`config.mk`:
```
export PLATFORM = sky130hd
export DESIGN_NAME = sprite_tile_expander
export DESIGN_NICKNAME = d
export VERILOG_FILES = /design/src/rtl/ste_pkg.sv /design/src/rtl/ste_front.sv /design/src/rtl/ste_queue.sv /design/src/rtl/ste_back.sv /design/src/rtl/sprite_tile_expander.sv
export SDC_FILE = /design/constraint.sdc
export NUM_CORES = 1
export LEC_CHECK = 0
export BUFFER_PORTS_ARGS = -buffer_cell sky130_fd_sc_hd__buf_4
export CAP_MARGIN = 10
export CORE_UTILIZATION = 56
export CTS_CLUSTER_SIZE = 8
export DETAILED_ROUTE_END_ITERATION = 8
export PLACE_DENSITY = 0.78
export SLEW_MARGIN = 20
export SYNTH_ARGS = -nofsm -noshare
export SYNTH_HDL_FRONTEND = slang
export SYNTH_HIERARCHICAL = 1
export SYNTH_SLANG_ARGS = --single-unit
```
`constraint.sdc`:
```
create_clock -name clk -period 5.37 [get_ports clk]
set_input_delay 0.2685 -clock clk [delete_from_list [all_inputs] [get_ports clk]]
set_output_delay 0.2685 -clock clk [all_outputs]
set_load 0.05 [all_outputs]
```
`src/rtl/ste_pkg.sv`:
```
// ----------------------------------------------------------------------------
// ste_pkg: shared types and constants of the sprite tile expander
// Holds the sprite descriptor that passes from classification to the tile
// walker, the queue status, and the tile layout helpers.
// ----------------------------------------------------------------------------
package ste_pkg;

  localparam int unsigned QDEPTH = 2;
  localparam int unsigned QPTR_W = (QDEPTH > 1) ? $clog2(QDEPTH) : 1;
  localparam int unsigned QCNT_W = $clog2(QDEPTH + 1);

  localparam int unsigned ATTR_FLIPX_BIT  = 0;
  localparam int unsigned ATTR_FLIPY_BIT  = 1;
  localparam int unsigned ATTR_ENABLE_BIT = 2;
  localparam int unsigned ATTR_PRIO_BIT   = 5;
  localparam int unsigned ATTR_BLINK_BIT  = 6;

  localparam int unsigned IN_TDATA_W  = 80;
  localparam int unsigned IN_TUSER_W  = 2;
  localparam int unsigned OUT_TDATA_W = 64;

  localparam logic [5:0] ZORDER_TAB [8] = '{6'd0, 6'd1, 6'd4, 6'd5,
                                            6'd16, 6'd17, 6'd20, 6'd21};

  typedef struct packed {
    logic [15:0] tile_base;
    logic [3:0]  colour;
    logic [1:0]  size_log2;
    logic        flip_h;
    logic        flip_v;
    logic [15:0] pos_x;
    logic [15:0] pos_y;
  } desc_t;

  typedef struct packed {
    logic              empty;
    logic              full;
    logic [QCNT_W-1:0] count;
  } q_stat_t;

  typedef struct packed {
    logic busy;
  } back_stat_t;

  function automatic logic [2:0] size_mask(input logic [1:0] size_log2);
    logic [2:0] m;
    case (size_log2)
      2'd0:    m = 3'd0;
      2'd1:    m = 3'd1;
      2'd2:    m = 3'd3;
      2'd3:    m = 3'd7;
      default: m = 3'd0;
    endcase
    return m;
  endfunction

  function automatic logic [5:0] zorder(input logic [2:0] row, input logic [2:0] col);
    return ZORDER_TAB[col] | {ZORDER_TAB[row][4:0], 1'b0};
  endfunction

endpackage

```
`src/rtl/ste_front.sv`:
```
// ----------------------------------------------------------------------------
// ste_front: sprite descriptor intake and visibility check
// Accepts descriptors, drops hidden sprites and pushes the fields needed by
// the tile walker into the descriptor queue.
// ----------------------------------------------------------------------------
module ste_front (
  input  logic                            in_tvalid,
  output logic                            in_tready,
  input  logic [ste_pkg::IN_TDATA_W-1:0]  in_tdata,
  input  logic [ste_pkg::IN_TUSER_W-1:0]  in_tuser,
  input  ste_pkg::q_stat_t                q_stat,
  output logic                            q_push,
  output ste_pkg::desc_t                  q_desc
);
  import ste_pkg::*;

  logic [15:0] attr_word;
  logic [15:0] colour_size_word;
  logic        frame_odd;
  logic        layer_pass;
  logic        visible;

  always_comb begin
    attr_word        = in_tdata[15:0];
    colour_size_word = in_tdata[47:32];
    frame_odd        = in_tuser[0];
    layer_pass       = in_tuser[1];

    visible = attr_word[ATTR_ENABLE_BIT]
              && (!attr_word[ATTR_BLINK_BIT] || frame_odd)
              && (attr_word[ATTR_PRIO_BIT] == layer_pass);

    q_desc.tile_base = in_tdata[31:16];
    q_desc.colour    = colour_size_word[7:4];
    q_desc.size_log2 = colour_size_word[1:0];
    q_desc.flip_h    = attr_word[ATTR_FLIPX_BIT];
    q_desc.flip_v    = attr_word[ATTR_FLIPY_BIT];
    q_desc.pos_x     = in_tdata[63:48];
    q_desc.pos_y     = in_tdata[79:64];

    in_tready = !q_stat.full;
    q_push    = in_tvalid && in_tready && visible;
  end

endmodule

```
`src/rtl/ste_queue.sv`:
```
// ----------------------------------------------------------------------------
// ste_queue: descriptor queue
// A short register queue that decouples descriptor intake from tile walking.
// ----------------------------------------------------------------------------
module ste_queue (
  input  logic             clk,
  input  logic             rst_n,
  input  logic             push,
  input  ste_pkg::desc_t   push_desc,
  input  logic             pop,
  output ste_pkg::desc_t   pop_desc,
  output ste_pkg::q_stat_t stat
);
  import ste_pkg::*;

  desc_t              mem_r [QDEPTH];
  logic [QPTR_W-1:0]  wr_ptr_r, wr_ptr_nxt;
  logic [QPTR_W-1:0]  rd_ptr_r, rd_ptr_nxt;
  logic [QCNT_W-1:0]  count_r, count_nxt;
  logic               do_push;
  logic               do_pop;

  function automatic logic [QPTR_W-1:0] ptr_inc(input logic [QPTR_W-1:0] p);
    logic [QPTR_W-1:0] n;
    if (p == QPTR_W'(QDEPTH - 1)) begin
      n = '0;
    end else begin
      n = p + QPTR_W'(1);
    end
    return n;
  endfunction

  always_comb begin
    stat.count = count_r;
    stat.empty = (count_r == '0);
    stat.full  = (count_r == QCNT_W'(QDEPTH));
    pop_desc   = mem_r[rd_ptr_r];

    do_push = push && !stat.full;
    do_pop  = pop && !stat.empty;

    wr_ptr_nxt = do_push ? ptr_inc(wr_ptr_r) : wr_ptr_r;
    rd_ptr_nxt = do_pop ? ptr_inc(rd_ptr_r) : rd_ptr_r;
    count_nxt  = count_r;
    if (do_push && !do_pop) begin
      count_nxt = count_r + QCNT_W'(1);
    end else if (do_pop && !do_push) begin
      count_nxt = count_r - QCNT_W'(1);
    end
  end

  always_ff @(posedge clk) begin
    if (!rst_n) begin
      wr_ptr_r <= '0;
      rd_ptr_r <= '0;
      count_r  <= '0;
    end else begin
      wr_ptr_r <= wr_ptr_nxt;
      rd_ptr_r <= rd_ptr_nxt;
      count_r  <= count_nxt;
    end
  end

  always_ff @(posedge clk) begin
    if (do_push) begin
      mem_r[wr_ptr_r] <= push_desc;
    end
  end

endmodule

```
`src/rtl/ste_back.sv`:
```
// ----------------------------------------------------------------------------
// ste_back: tile walker
// Steps through the rows and columns of one sprite, one tile command per
// cycle while the output is not stalled, into a registered output stage.
// ----------------------------------------------------------------------------
module ste_back (
  input  logic                            clk,
  input  logic                            rst_n,
  input  ste_pkg::q_stat_t                q_stat,
  input  ste_pkg::desc_t                  q_desc,
  output logic                            q_pop,
  output logic                            out_tvalid,
  input  logic                            out_tready,
  output logic [ste_pkg::OUT_TDATA_W-1:0] out_tdata,
  output logic                            out_tlast,
  output ste_pkg::back_stat_t             stat
);
  import ste_pkg::*;

  logic                   busy_r, busy_nxt;
  desc_t                  desc_r, desc_nxt;
  logic [2:0]             row_r, row_nxt;
  logic [2:0]             col_r, col_nxt;
  logic                   out_valid_r, out_valid_nxt;
  logic [OUT_TDATA_W-1:0] out_data_r, out_data_nxt;
  logic                   out_last_r, out_last_nxt;

  logic [2:0]  mask;
  logic [2:0]  cx;
  logic [2:0]  ry;
  logic [16:0] tile_code;
  logic [16:0] tile_x;
  logic [16:0] tile_y;
  logic        tile_last;
  logic        advance;
  logic        emit;
  logic        load;

  always_comb begin
    mask      = size_mask(desc_r.size_log2);
    cx        = desc_r.flip_h ? (col_r ^ mask) : col_r;
    ry        = desc_r.flip_v ? (row_r ^ mask) : row_r;
    tile_code = {1'b0, desc_r.tile_base} + {11'b0, zorder(row_r, col_r)};
    tile_x    = {1'b0, desc_r.pos_x} + {11'b0, cx, 3'b000};
    tile_y    = {1'b0, desc_r.pos_y} + {11'b0, ry, 3'b000};
    tile_last = (row_r == mask) && (col_r == mask);

    advance = !out_valid_r || out_tready;
    emit    = busy_r && advance;
    load    = !busy_r || (emit && tile_last);
    q_pop   = load && !q_stat.empty;

    busy_nxt      = busy_r;
    desc_nxt      = desc_r;
    row_nxt       = row_r;
    col_nxt       = col_r;
    out_valid_nxt = out_valid_r;
    out_data_nxt  = out_data_r;
    out_last_nxt  = out_last_r;

    if (emit) begin
      out_valid_nxt = 1'b1;
      out_data_nxt  = {7'b0, tile_y, tile_x, desc_r.flip_v, desc_r.flip_h,
                       desc_r.colour, tile_code};
      out_last_nxt  = tile_last;
      if (col_r == mask) begin
        col_nxt = '0;
        row_nxt = row_r + 3'd1;
      end else begin
        col_nxt = col_r + 3'd1;
      end
    end else if (advance) begin
      out_valid_nxt = 1'b0;
    end

    if (load) begin
      busy_nxt = !q_stat.empty;
      desc_nxt = q_desc;
      row_nxt  = '0;
      col_nxt  = '0;
    end

    out_tvalid = out_valid_r;
    out_tdata  = out_data_r;
    out_tlast  = out_last_r;
    stat.busy  = busy_r;
  end

  always_ff @(posedge clk) begin
    if (!rst_n) begin
      busy_r      <= 1'b0;
      out_valid_r <= 1'b0;
    end else begin
      busy_r      <= busy_nxt;
      out_valid_r <= out_valid_nxt;
    end
  end

  always_ff @(posedge clk) begin
    desc_r     <= desc_nxt;
    row_r      <= row_nxt;
    col_r      <= col_nxt;
    out_data_r <= out_data_nxt;
    out_last_r <= out_last_nxt;
  end

endmodule

```
`src/rtl/sprite_tile_expander.sv`:
```
// ----------------------------------------------------------------------------
// sprite_tile_expander: expands sprite descriptors into 8x8 tile commands
// A visible sprite of S by S tiles (S = 1, 2, 4 or 8) gives S*S tile commands
// in row-major order, one per cycle while the output is not stalled, the last
// marked by out_tlast, so a sprite gives 1 to 64 tile commands and the tile
// walker sets the throughput. A hidden sprite is dropped in the cycle it is
// accepted and yields no transfer. A two-entry descriptor queue lets new
// descriptors be taken while the walker is still busy with an earlier sprite.
// ----------------------------------------------------------------------------
module sprite_tile_expander (
  input  logic                            clk,
  input  logic                            rst_n,
  input  logic                            in_tvalid,
  output logic                            in_tready,
  // attr_word[15:0], tile_base[31:16], colour_size_word[47:32],
  // pos_x[63:48], pos_y[79:64]
  input  logic [ste_pkg::IN_TDATA_W-1:0]  in_tdata,
  // frame_odd[0], layer_pass[1]
  input  logic [ste_pkg::IN_TUSER_W-1:0]  in_tuser,
  output logic                            out_tvalid,
  input  logic                            out_tready,
  // tile_code[16:0], colour[20:17], flip_h[21], flip_v[22],
  // tile_x[39:23], tile_y[56:40], zero[63:57]
  output logic [ste_pkg::OUT_TDATA_W-1:0] out_tdata,
  output logic                            out_tlast
);
  import ste_pkg::*;

  q_stat_t    q_stat;
  back_stat_t back_stat;
  desc_t      push_desc;
  desc_t      pop_desc;
  logic       q_push;
  logic       q_pop;

  ste_front u_front (
    .in_tvalid (in_tvalid),
    .in_tready (in_tready),
    .in_tdata  (in_tdata),
    .in_tuser  (in_tuser),
    .q_stat    (q_stat),
    .q_push    (q_push),
    .q_desc    (push_desc)
  );

  ste_queue u_queue (
    .clk       (clk),
    .rst_n     (rst_n),
    .push      (q_push),
    .push_desc (push_desc),
    .pop       (q_pop),
    .pop_desc  (pop_desc),
    .stat      (q_stat)
  );

  ste_back u_back (
    .clk        (clk),
    .rst_n      (rst_n),
    .q_stat     (q_stat),
    .q_desc     (pop_desc),
    .q_pop      (q_pop),
    .out_tvalid (out_tvalid),
    .out_tready (out_tready),
    .out_tdata  (out_tdata),
    .out_tlast  (out_tlast),
    .stat       (back_stat)
  );

  a_queue_bound: assert property (@(posedge clk) disable iff (!rst_n)
    q_stat.count <= QCNT_W'(QDEPTH))
    else $error("descriptor queue count exceeds its depth");

  a_no_push_full: assert property (@(posedge clk) disable iff (!rst_n)
    q_push |-> !q_stat.full)
    else $error("descriptor pushed into a full queue");

  a_walk_open: assert property (@(posedge clk) disable iff (!rst_n)
    (out_tvalid && !out_tlast) |-> back_stat.busy)
    else $error("non-final tile shown while the walker is idle");

  a_pop_nonempty: assert property (@(posedge clk) disable iff (!rst_n)
    (q_pop && !q_stat.empty) |=> back_stat.busy)
    else $error("walker not busy after taking a descriptor");

endmodule

```
# Yosys cells after proc, flatten, opt, wreduce, memory -nomap -nowiden
# Memories as Yosys holds them, arrays and structs flattened. A register that Yosys moved wholly into a read port is not among the register bits.
# Index checks and enable logic that the tools add are counted.
# Widths: inputs -> output; s select.
# word_totals
regBits	70
latchBits	0
mem_bits_rw	112
rom_bits	96
inputBits	86
out_inout_bits	67
n_memories	3
# classes
add_sub_neg	9
mul	0
n_div	0
n_lt_le_gt_ge	2
n_eq_ne	7
n_shift	0
muxes	16
n_bitwise	5
reduce_logical	27
# memory_table
memory	depth	word_bits	rd	rd_ports_with_merged_regs	wr	line_no	source
u_queue.mem_r	2	56	1	1	1	ste_queue.sv:16	desc_t mem_r [QDEPTH];
(name not given)	8	6	1	0	0	ste_pkg.sv:58	return ZORDER_TAB[col] | {ZORDER_TAB[row][4:0], 1'b0};
(name not given)	8	6	1	0	0	ste_pkg.sv:58	
# op_table
operator	count
$add 16x6->17	3
$logic_and 1x1->1	12
$mux 6	2
$pmux 3 s4	1
$mux 5	2
$mux 3	3
$ge 4x4->1 const B	2
$not 3->4	2
$logic_not 1->1	7
$add 3x1->3 const B	2
$eq 2x2->1 const B	3
$eq 3x3->1	2
$mux 1	6
$or 6x6->6	1
$xor 3x3->3	2
$logic_not 2->1	2
$mux 2	2
$reduce_bool 2->1	2
$logic_or 1x1->1	3
$add 1x1->1 const B	2
$add 2x1->2 const B	1
$eq 2x1->1 const B	1
$reduce_and 2->1	1
$sub 2x1->2 const B	1
$eq 1x1->1	1

# Depth between registers and ports, before layout
# Gate-level depths: netlist (run 1).
# logic_depth
ltp_word	11
ltp_mapped	12
mapped_depth_nobuf	11

# Modules after synthesis
# Netlist (run 1), hierarchy kept.
# modules_own_cells
module	instances	cells_per_inst	area_each_um2
ste_back	1	329	5028.6
ste_queue	1	199	4267.8
ste_front	1	61	455.4

# Worst setup path after synthesis (run 1)
# No wires, ideal clock.
# synth_path
path_type	flip-flop to flip-flop
from	reg, netlist name u_back/desc_r[35]
to	reg u_queue.count_r[1]
setup_time_ns	0.070
t_arrival_ns	3.847
slack_ns	1.453
path_stages_with_launch	11
path_buffers	1
synth_period_minus_slack_ns	3.917
cell_sequence	edfxtp_1 -> buf_6 -> or2_2 -> o22ai_4 -> nor2_2 -> o31ai_4 -> nor2b_1 -> o21ai_1 -> ha_1 -> or3_1 -> a21boi_1
# synth_via
elab_chain_len	11
word_cells_on_any_way	17
# synth_lines
element	line_no	source
$eq 2x2->1, or another cell as far along	ste_pkg.sv:47	case (size_log2)
$pmux 3 s4 (*)	ste_pkg.sv:47	
$eq 3x3->1	ste_back.sv:46	tile_last = (row_r == mask) && (col_r == mask);
$logic_and 1x1->1 (*)	ste_back.sv:46	
$logic_and 1x1->1 (*)	ste_back.sv:50	load = !busy_r || (emit && tile_last);
$logic_or 1x1->1 (*)	ste_back.sv:50	
via u_back.load	ste_back.sv:37	logic load;
$logic_and 1x1->1 (*)	ste_back.sv:51	q_pop = load && !q_stat.empty;
via q_pop	sprite_tile_expander.sv:34	logic q_pop;
$logic_and 1x1->1 (*)	ste_queue.sv:40	do_pop = pop && !stat.empty;
$logic_not 1->1	ste_queue.sv:45	if (do_push && !do_pop) begin
$logic_and 1x1->1	ste_queue.sv:45	
$mux 2 or $reduce_bool 2->1 (tied branches)	-	
end signal, assigned	ste_queue.sv:60	count_r <= count_nxt;
end, declared	ste_queue.sv:19	logic [QCNT_W-1:0] count_r, count_nxt;
# The timed path passes the listed nets; every way through them passes the cells marked *.
# A chain may end at the register's enable or synchronous reset.

# Worst setup path in the final report (run 1)
# layout_path
from	reg, netlist name u_back/desc_r[35]
to	reg u_back.out_data_r[36] (netlist: u_back/out_tdata[36]) (data pin)
# layout_via
elab_chain_len	5
word_cells_on_any_way	8
# layout_lines
element	line_no	source
$eq 2x2->1, or another cell as far along	ste_pkg.sv:47	
$pmux 3 s4 (*)	ste_pkg.sv:47	
$xor 3x3->3 (*)	ste_back.sv:41	cx = desc_r.flip_h ? (col_r ^ mask) : col_r;
$mux 3 (*)	ste_back.sv:41	
$add 16x6->17 (*)	ste_back.sv:44	tile_x = {1'b0, desc_r.pos_x} + {11'b0, cx, 3'b000};
via u_back.tile_x[13]	ste_back.sv:32	logic [16:0] tile_x;
end signal, assigned	ste_back.sv:103	out_data_r <= out_data_nxt;
end, declared	ste_back.sv:25	logic [OUT_TDATA_W-1:0] out_data_r, out_data_nxt;
# Marks and branches as above.

==> metrics.yaml, run 1 <==
crit_top_cell: "inv_1"
drive_gt1_frac: 0.3047
placed_cells: 875
clkTransAtPathRegs_ns: 0.05
drc: 0
synth.yosys.seq_area_share: 0.7226
antenna_found_initial: 0
grt_overflow: 0
start_kind: "flip-flop"
final_common_cell: "edfxtp_1"
drtIter0Drc: 246
stdcell_area_mm2: 0.01207
tightest_slew_ns: 0.7734
synthCells: 589
cts-root-buf: "clkbuf_16"
path_delay_family: "simple AND/OR/NAND/NOR gates"
cts_inserted_buffers: 35
cts.path.max_buffers: 3
p_leak_uw: 0.004483
fin_skew_ns: 0.01236
drtAntennaViolNets: 0
die_h_um: 134.0
setup.worst_path.end_class: "flip-flop"
fin_tns_setup_ns: 0
core_region_area_mm2: 0.01682
grt.total_usage: 0.1916
finalNonFillerCells: 988
postSynthAreaPerCell_um2: 16.56
die-area_mm2: 0.01795
synthArstFlopShare: 0
status: "complete, no violations"
clkLatencyLatePin_ns: 0.48
criticalPathCategory: "flip-flop to flip-flop"
antenna_cells: 0
htree_levels: 2
syn_area_mm2: 0.009752
slowest_delay_ns: 0.53
start_util: 0.5798
post_drt_wl_per_cell_um: 16.68
cp_slowest_cell: "edfxtp_1"
finalNetCount: 853
p_per_area_mw_per_mm2: 415.1
finalCritPeriodShare: 0.5419
slew_headroom: 0.4844
io_pins: 153
grt_pass1_vias: 5284
finalHoldViolations: 0
report.final.slew_viol_count: 0
cp_max_fo: 11
reg2reg_slack_ns: 2.46
setup_viol_count_final: 0
ys_seq_elements: 239
cp.arrival_ns: 3.13
synth.distinct_cells: 48
min_period_ns: 2.910
required_ns: 5.59
num_vias: 5004
cts_resized: 0
synth_warnings: 6
rsz0062_at_grt: "false"
grt_pass1_wl_um: 26140
synthFlopType: "edfxtp_1"
cts_tree: "yes"
fp.dieW_um: 134.0
fmax_mhz: 343.7
place.gp.congestion: 0.7797
drt_pre_antenna_iters: 4
synth-edff-count: 226
place_hpwl_um: 10110
grt_max_degree: 61
clkSinkCount: 239
avgViaCountPerCell: 5.065
totalWireLength_um: 16480
cap_violations: 0
area_delta_synth_final_pct: 23.79
path_cells: "or2_2 > nand2_1 > xnor2_1 > ha_1 > inv_1 > fa_1 > inv_1 > a21o_1 > nand4_1 > nor2_1 > xor2_1"
fp-row-count: 47
path_buf_inv: 2
most-common-layout-cells: "edfxtp_1, buf_4, dlygate4sd3_1, mux2_2, clkbuf_16"
io_buffers: 124
max-vdd-ir-drop_mv: 0.3985
holdCritPathClass: "primary input to flip-flop"
placed_area_mm2: 0.01051
-- sequential cells by signal, summed over array words and instances (netlist names), named ones only --
| register | count |
|---|---|
| u_queue/count_r | 2 |
| u_back/desc_r | 56 |
| u_back/stat | 1 |
| u_queue/mem_r | 112 |
| u_back/out_tdata | 57 |
| u_queue/rd_ptr_r | 1 |
| u_back/row_r | 3 |
| u_back/out_tvalid | 1 |
| u_back/out_tlast | 1 |
| u_queue/wr_ptr_r | 1 |
| u_back/col_r | 3 |
-- routing by layer --
metal / global-route usage / routed length (um)
met2: 0.3382 / 8631
met3: 0.04535 / 897
met1: 0.2273 / 6520
met4: 0.07260 / 428
met5: 0 / 0
-- cell type report --
cell class / instances / area [um2]
Clock buffer: 57 / 1001
Sequential cell: 239 / 7048
Multi-Input combinational cell: 264 / 2128
Tap cell: 220 / 275.3
Inverter: 22 / 82.58
Timing Repair Buffer: 186 / 1536
Fill cell: 1072 / 4747
-- cell usage after synthesis (2+ instances only) --
cell / n / share of area
a21boi_0: 4 / 0.0031
a21o_1: 3 / 0.0023
a21oi_1: 9 / 0.0046
and2_1: 3 / 0.0019
and3_1: 11 / 0.0071
and4_1: 2 / 0.0018
buf_2: 2 / 0.0010
buf_4: 67 / 0.052
dfxtp_1: 13 / 0.027
edfxtp_1: 226 / 0.70
fa_1: 3 / 0.0062
ha_1: 16 / 0.021
inv_1: 21 / 0.0081
mux2_2: 56 / 0.065
mux2i_1: 3 / 0.0031
nand2_1: 22 / 0.0085
nand2b_1: 3 / 0.0019
nand3_1: 10 / 0.0051
nand3b_1: 3 / 0.0023
nand4_1: 7 / 0.0045
nor2_1: 18 / 0.0069
nor2b_1: 3 / 0.0019
nor3_1: 3 / 0.0015
o21ai_0: 8 / 0.0041
o21bai_1: 2 / 0.0015
or3_1: 5 / 0.0032
xnor2_1: 33 / 0.030
xor2_1: 13 / 0.012
-- final timing paths --
check / startpoint / to / cells after the start
max: u_back/desc_r[35]$_DFFE_PP_ / u_back/out_tdata[36]$_DFFE_PP_ / 11
min: rst_n / u_queue/wr_ptr_r$_SDFFE_PN0P_ / 2
max reg2reg: u_back/desc_r[35]$_DFFE_PP_ / u_back/out_tdata[36]$_DFFE_PP_ / 11
min reg2reg: u_back/desc_r[18]$_DFFE_PP_ / u_back/out_tdata[25]$_DFFE_PP_ / 0
-- power by group --
part,switching (uW),leakage [uW],total [uW],internal [uW]
clock,709,0.000480,1960,1250
combinational,449,0.00177,698,250
sequential,83.2,0.00223,2350,2270
-- cell families after synthesis --
kind of cell	count (synthesis)	synth area share
AOI/OAI and AO/OA	37	0.02759
xor gates and xnor gates	46	0.04131
adders and majority gates	19	0.02669
buffers and inverters	92	0.06223
DFF	239	0.7226
muxes	59	0.06774
other	1	0.0003845
and+or+nand+nor	96	0.05145
-- per-stage QoR --
step	power [uW]	worst slack, ns	hold WS (ns)	utilization
finish	5011	2.460	0.04210	0.7178
global route	5200	2.361	0.02830	0.7178
CTS	5059	2.464	0.02161	0.7178
detailed placement	3050	2.483	0.4061	0.6249
global placement	3021	2.610	0.4029	0.6249
floorplan	2868	1.453	0.3861	-
-- worst register-to-register path: stages, from the launching register on --
cell and delay [ns]:
edfxtp_1 0.53, or2_2 0.41, nand2_1 0.11, xnor2_1 0.17, ha_1 0.24, inv_1 0.06, fa_1 0.40, inv_1 0.07
a21o_1 0.16, nand4_1 0.21, nor2_1 0.20, xor2_1 0.08
-- repair_timing --
| item | in CTS | in global routing |
|---|---|---|
| hold buffers | 56 | 0 |
| hold endpoints to repair | 112 | 0 |
| buffers inserted | 0 | 0 |
(Power assumes the default switching activity.)
==> run 2: changes to the inputs <==
--- a/config.mk
+++ b/config.mk
@@ -7,10 +7,10 @@
 export LEC_CHECK = 0
 export BUFFER_PORTS_ARGS = -buffer_cell sky130_fd_sc_hd__buf_4
 export CAP_MARGIN = 10
-export CORE_UTILIZATION = 56
+export CORE_UTILIZATION = 51
 export CTS_CLUSTER_SIZE = 8
 export DETAILED_ROUTE_END_ITERATION = 8
-export PLACE_DENSITY = 0.78
+export PLACE_DENSITY = 0.75
 export SLEW_MARGIN = 20
 export SYNTH_ARGS = -nofsm -noshare
 export SYNTH_HDL_FRONTEND = slang
==> constraint.sdc (replaced) <==
create_clock -name clk -period 2.65 [get_ports clk]
set_input_delay 0.1325 -clock clk [delete_from_list [all_inputs] [get_ports clk]]
set_output_delay 0.1325 -clock clk [all_outputs]
set_load 0.05 [all_outputs]
==> run 2 against run 1 <==
Against the previous run:
- global-route usage shrank 1.2 points
- wire length grew 3.5%
- non-clock buffer count increased by 16
- critical path type unchanged
- largest cell class unchanged
- largest power group unchanged
==> metrics.yaml, run 2 (same netlist as run 1, synthesis figures left out) <==
p_leak_uw: 0.004581
area_delta_synth_final_pct: 26.19
holdWs_ns: 0.07136
placed_cells: 900
cp_max_fo: 5
cts-root-buf: "clkbuf_16"
most-common-layout-cells: "edfxtp_1, buf_4, dlygate4sd3_1"
cap_violations: 0
cp.arrival_ns: 2.94
placed_area_mm2: 0.01065
drc: 0
setup_viol_count_final: 0
drtIter0Drc: 203
start_util: 0.5213
die_h_um: 140.3
slowest_delay_ns: 0.44
report.final.slew_viol_count: 0
clkLatencyLatePin_ns: 0.48
holdCritPathClass: "primary input to flip-flop"
required_ns: 3.06
drive_gt1_frac: 0.3389
io_buffers: 124
path_cells: "buf_4 > or2b_1 > o21ai_1 > a31oi_4 > o31ai_4 > nor2b_4 > o21ai_2 > ha_2 > xor2_1 > or3_1 > a21boi_1"
place_hpwl_um: 10380
max-vdd-ir-drop_mv: 0.4883
fin_skew_ns: 0.01262
path_buf_inv: 1
finalNetCount: 869
io_pins: 153
cp_slowest_cell: "edfxtp_1"
die-area_mm2: 0.01968
slew_headroom: 0.4600
grt_pass1_vias: 5470
htree_levels: 2
tightest_slew_ns: 0.8100
grt_pass1_wl_um: 27080
grt_max_degree: 61
place.gp.congestion: 0.7918
finalCritPeriodShare: 0.9580
fp.dieW_um: 140.3
fillCellCount: 1230
finalNonFillerCells: 1016
totalWireLength_um: 17060
largest_reg_flops: 112
start_kind: "flip-flop"
stdcell_area_mm2: 0.01231
grt_overflow: 0
finalHoldViolations: 0
cts.path.max_buffers: 3
fin_tns_setup_ns: 0
grt.total_usage: 0.1794
min_period_ns: 2.539
antenna_found_initial: 0
drtAntennaViolNets: 0
final_common_cell: "edfxtp_1"
post_drt_wl_per_cell_um: 16.79
rsz0062_at_grt: "true"
p_per_area_mw_per_mm2: 829.4
top_register: "u_queue/mem_r"
clkSinkCount: 239
criticalPathCategory: "flip-flop to flip-flop"
clkTransAtPathRegs_ns: 0.05
status: "complete, no violations"
drt_pre_antenna_iters: 4
cts_tree: "yes"
setup.worst_path.end_class: "flip-flop"
path_delay_family: "compound AO/OA/AOI/OAI gates"
core_region_area_mm2: 0.01871
fp-row-count: 50
num_vias: 5154
power_uw: 10210
fmax_mhz: 393.9
cts_inserted_buffers: 35
antenna_cells: 0
avgViaCountPerCell: 5.073
reg2reg_slack_ns: 0.11
==> run 2: stage by stage <==
| stage | utilization | setup slack [ns] |
|---|---|---|
| 2_1_floorplan | - | -1.159 |
| 3_3_place_gp | 0.5691 | 0.1506 |
| 3_5_place_dp | 0.5691 | 0.07652 |
| 4_1_cts | 0.6527 | 0.01309 |
| 5_1_grt | 0.6579 | -0.01536 |
| 6_report | 0.6579 | 0.1114 |
==> run 2: path summary, 6_finish.rpt <==
check / from / endpoint / cells past startpoint
hold reg to reg: u_back/desc_r[36]$_DFFE_PP_ / u_back/out_tdata[17]$_DFFE_PP_ / 0
hold / removal: out_tready / u_back/out_tvalid$_SDFFE_PN0P_ / 3
setup reg to reg: u_back/desc_r[35]$_DFFE_PP_ / u_queue/count_r[1]$_SDFFE_PN0P_ / 11
setup / recovery: u_back/desc_r[35]$_DFFE_PP_ / u_queue/count_r[1]$_SDFFE_PN0P_ / 11
==> run 2: timing repair <==
item / CTS / global route
endpoints found under the setup margin: 0 / 8
gates resized for setup: 0 / 18
endpoints found under the hold margin: 119 / 0
buffers inserted: 0 / 4
hold buffers: 57 / 0
==> run 2: report_power, final <==
group	switching (uW)	internal, uW
Clock	1420	2530
Sequential	160	4590
Combinational	954	551
==> run 2: area by class of cell <==
| type | count | area (um2) | share of cell area |
|---|---|---|---|
| flip-flops and latches | 239 | 7049 | 0.5728 |
| well taps | 234 | 292.8 | 0.02379 |
| inverters | 22 | 82.58 | 0.006711 |
| multi-input cells | 264 | 2228 | 0.1811 |
| clock buffers | 55 | 993.5 | 0.08073 |
| repair buffers | 202 | 1659 | 0.1348 |
==> run 2: layer usage <==
layer,track usage,vias up,part of all wire
li1,-,2451,-
met1,0.1972,2517,0.38
met2,0.3287,152,0.55
met3,0.04239,34,0.047
met4,0.08097,0,0.024
met5,0,-,0
==> run 2: worst register-to-register path, cell delays in order (launching register included) <==
cell and delay, ns:
edfxtp_1 0.44, buf_4 0.18, or2b_1 0.22, o21ai_1 0.22, a31oi_4 0.14, o31ai_4 0.21, nor2b_4 0.18, o21ai_2 0.07
ha_2 0.19, xor2_1 0.15, or3_1 0.32, a21boi_1 0.14
==> run 3: changes to the inputs <==
--- a/config.mk
+++ b/config.mk
@@ -10,7 +10,7 @@
 export CORE_UTILIZATION = 51
 export CTS_CLUSTER_SIZE = 8
 export DETAILED_ROUTE_END_ITERATION = 8
-export PLACE_DENSITY = 0.75
+export PLACE_DENSITY = 0.76
 export SLEW_MARGIN = 20
 export SYNTH_ARGS = -nofsm -noshare
 export SYNTH_HDL_FRONTEND = slang
==> run 3 against run 2 <==
Against the previous run:
- register-to-register slack got worse by 0.03 ns
- highest routed layer unchanged
- sequential power barely moved
- critical endpoint unchanged
- cell count fell by 0.30%
- largest power group unchanged
- critical path type unchanged
- fmax fell by 1.3%
- worst setup slack got worse by 0.032 ns
- total power rose by 0.27%
- first-iteration DRC count fell by 3.4%
- clock skew rose by 0.0081 ns
- count of clock-buffer cells in the layout did not move
==> metrics.yaml, run 3 (same netlist as run 1, synthesis figures left out) <==
status: "complete, no violations"
criticalPathCategory: "flip-flop to flip-flop"
die-area_mm2: 0.01968
drt_pre_antenna_iters: 4
finalCritPeriodShare: 0.9701
cp.arrival_ns: 2.97
finalHoldViolations: 0
p_per_area_mw_per_mm2: 831.7
max-vdd-ir-drop_mv: 0.4964
io_buffers: 124
clkLatencyLatePin_ns: 0.49
rsz0062_at_grt: "true"
grt.total_usage: 0.1787
core_region_area_mm2: 0.01871
die_h_um: 140.3
drtAntennaViolNets: 0
area_delta_synth_final_pct: 26.17
fillCellCount: 1255
avgViaCountPerCell: 4.983
num_vias: 5048
p_leak_uw: 0.004572
start_kind: "flip-flop"
critical_path_depth: 10
cp-startpoint: "u_back/desc_r[34]$_DFFE_PP_"
grt_pass1_wl_um: 26950
grt_pass1_vias: 5445
clkSinkCount: 239
fin_skew_ns: 0.02070
clkTransAtPathRegs_ns: 0.05
grt_overflow: 0
min-delay-start: "in_tdata[6]"
start_util: 0.5213
most-common-layout-cells: "edfxtp_1, buf_4, dlygate4sd3_1"
post-place-ws_ns: 0.06315
htree_levels: 2
finalNetCount: 866
required_ns: 3.05
top_register: "u_queue/mem_r"
min_delay_path_depth: 4
cap_violations: 0
drtIter0Drc: 196
place.gp.congestion: 0.7906
io_pins: 153
fp.dieW_um: 140.3
slew_headroom: 0.4722
path_cells: "or3b_4 > a21oi_4 > nor2_4 > o31ai_4 > nor2b_4 > o21ai_2 > ha_2 > xor2_1 > or3_1 > a21boi_2"
fmax_mhz: 389.0
worstReg2RegStart: "u_back/desc_r[34]$_DFFE_PP_"
slowest_delay_ns: 0.43
path_delay_family: "simple AND/OR/NAND/NOR gates"
tightest_slew_ns: 0.7917
drive_gt1_frac: 0.3338
post_drt_wl_per_cell_um: 16.93
drc: 0
min_period_ns: 2.571
antenna_cells: 0
power_uw: 10230
grt_max_degree: 61
totalWireLength_um: 17150
cts.path.max_buffers: 3
place_hpwl_um: 10540
setup_ws_ns: 0.07919
final_common_cell: "edfxtp_1"
cp_slowest_cell: "edfxtp_1"
cts-root-buf: "clkbuf_16"
setup.worst_path.end_class: "flip-flop"
path_buf_inv: 0
holdCritPathClass: "primary input to flip-flop"
cts_inserted_buffers: 35
r2r_cells: 10
report.final.slew_viol_count: 0
fp-row-count: 50
fin_tns_setup_ns: 0
setup_viol_count_final: 0
largest_reg_flops: 112
cp_max_fo: 5
antenna_found_initial: 0
cts_tree: "yes"
run 3: metal layers:
metal | track usage | vias up | routed length (um)
li1 | - | 2448 | -
met1 | 0.1956 | 2438 | 6635
met2 | 0.3305 | 123 | 9344
met3 | 0.04068 | 39 | 704
met4 | 0.07808 | 0 | 470
met5 | 0 | - | 0
run 3: final timing paths:
| kind | slack, ns | end |
|---|---|---|
| setup / recovery | 0.08 | u_queue/count_r[1]$_SDFFE_PN0P_ |
| hold / removal | 0.15 | u_queue/wr_ptr_r$_SDFFE_PN0P_ |
| hold reg to reg | 0.41 | u_back/out_tdata[42]$_DFFE_PP_ |
| setup reg to reg | 0.08 | u_queue/count_r[1]$_SDFFE_PN0P_ |
run 3: repair_timing:
action | CTS | global route
endpoints found under the setup margin | 0 | 8
hold buffers | 58 | 0
hold endpoints to repair | 119 | 0
buffers inserted | 0 | 4
resized for setup | 0 | 16
run 3: area by class of cell:
| class | instances | area, um2 | share of cell area |
|---|---|---|---|
| tap | 234 | 292.8 | 0.02380 |
| timing repair buffer | 199 | 1664 | 0.1352 |
| multi-input combinational | 264 | 2222 | 0.1806 |
| clock buffer | 55 | 993.5 | 0.08074 |
| sequential | 239 | 7049 | 0.5729 |
| inverter | 22 | 82.58 | 0.006711 |
run 3: where the power goes:
group / total, uW / leakage (uW) / switching, uW / internal [uW]
Clock: 3980 / 0.000477 / 1440 / 2530
Sequential: 4760 / 0.00223 / 170 / 4590
Combinational: 1500 / 0.00186 / 944 / 553
run 3: tightest hold or removal path: cells and delay by family:
family                 cells  cell delay [ns]
AOI/OAI and AO/OA          3             0.36
buffers and inverters      1             0.10
run 3: stage by stage:
stage	cell area [um2]	instances	utilization	hold slack (ns)
after CTS	12210	1009	0.6530	0.1218
after global routing	12300	1013	0.6578	0.1582
after global placement	10640	896	0.5688	0.3178
final	12300	1013	0.6578	0.1545
after detailed placement	10640	896	0.5688	0.3204
after floorplan	9817	595	-	0.2501
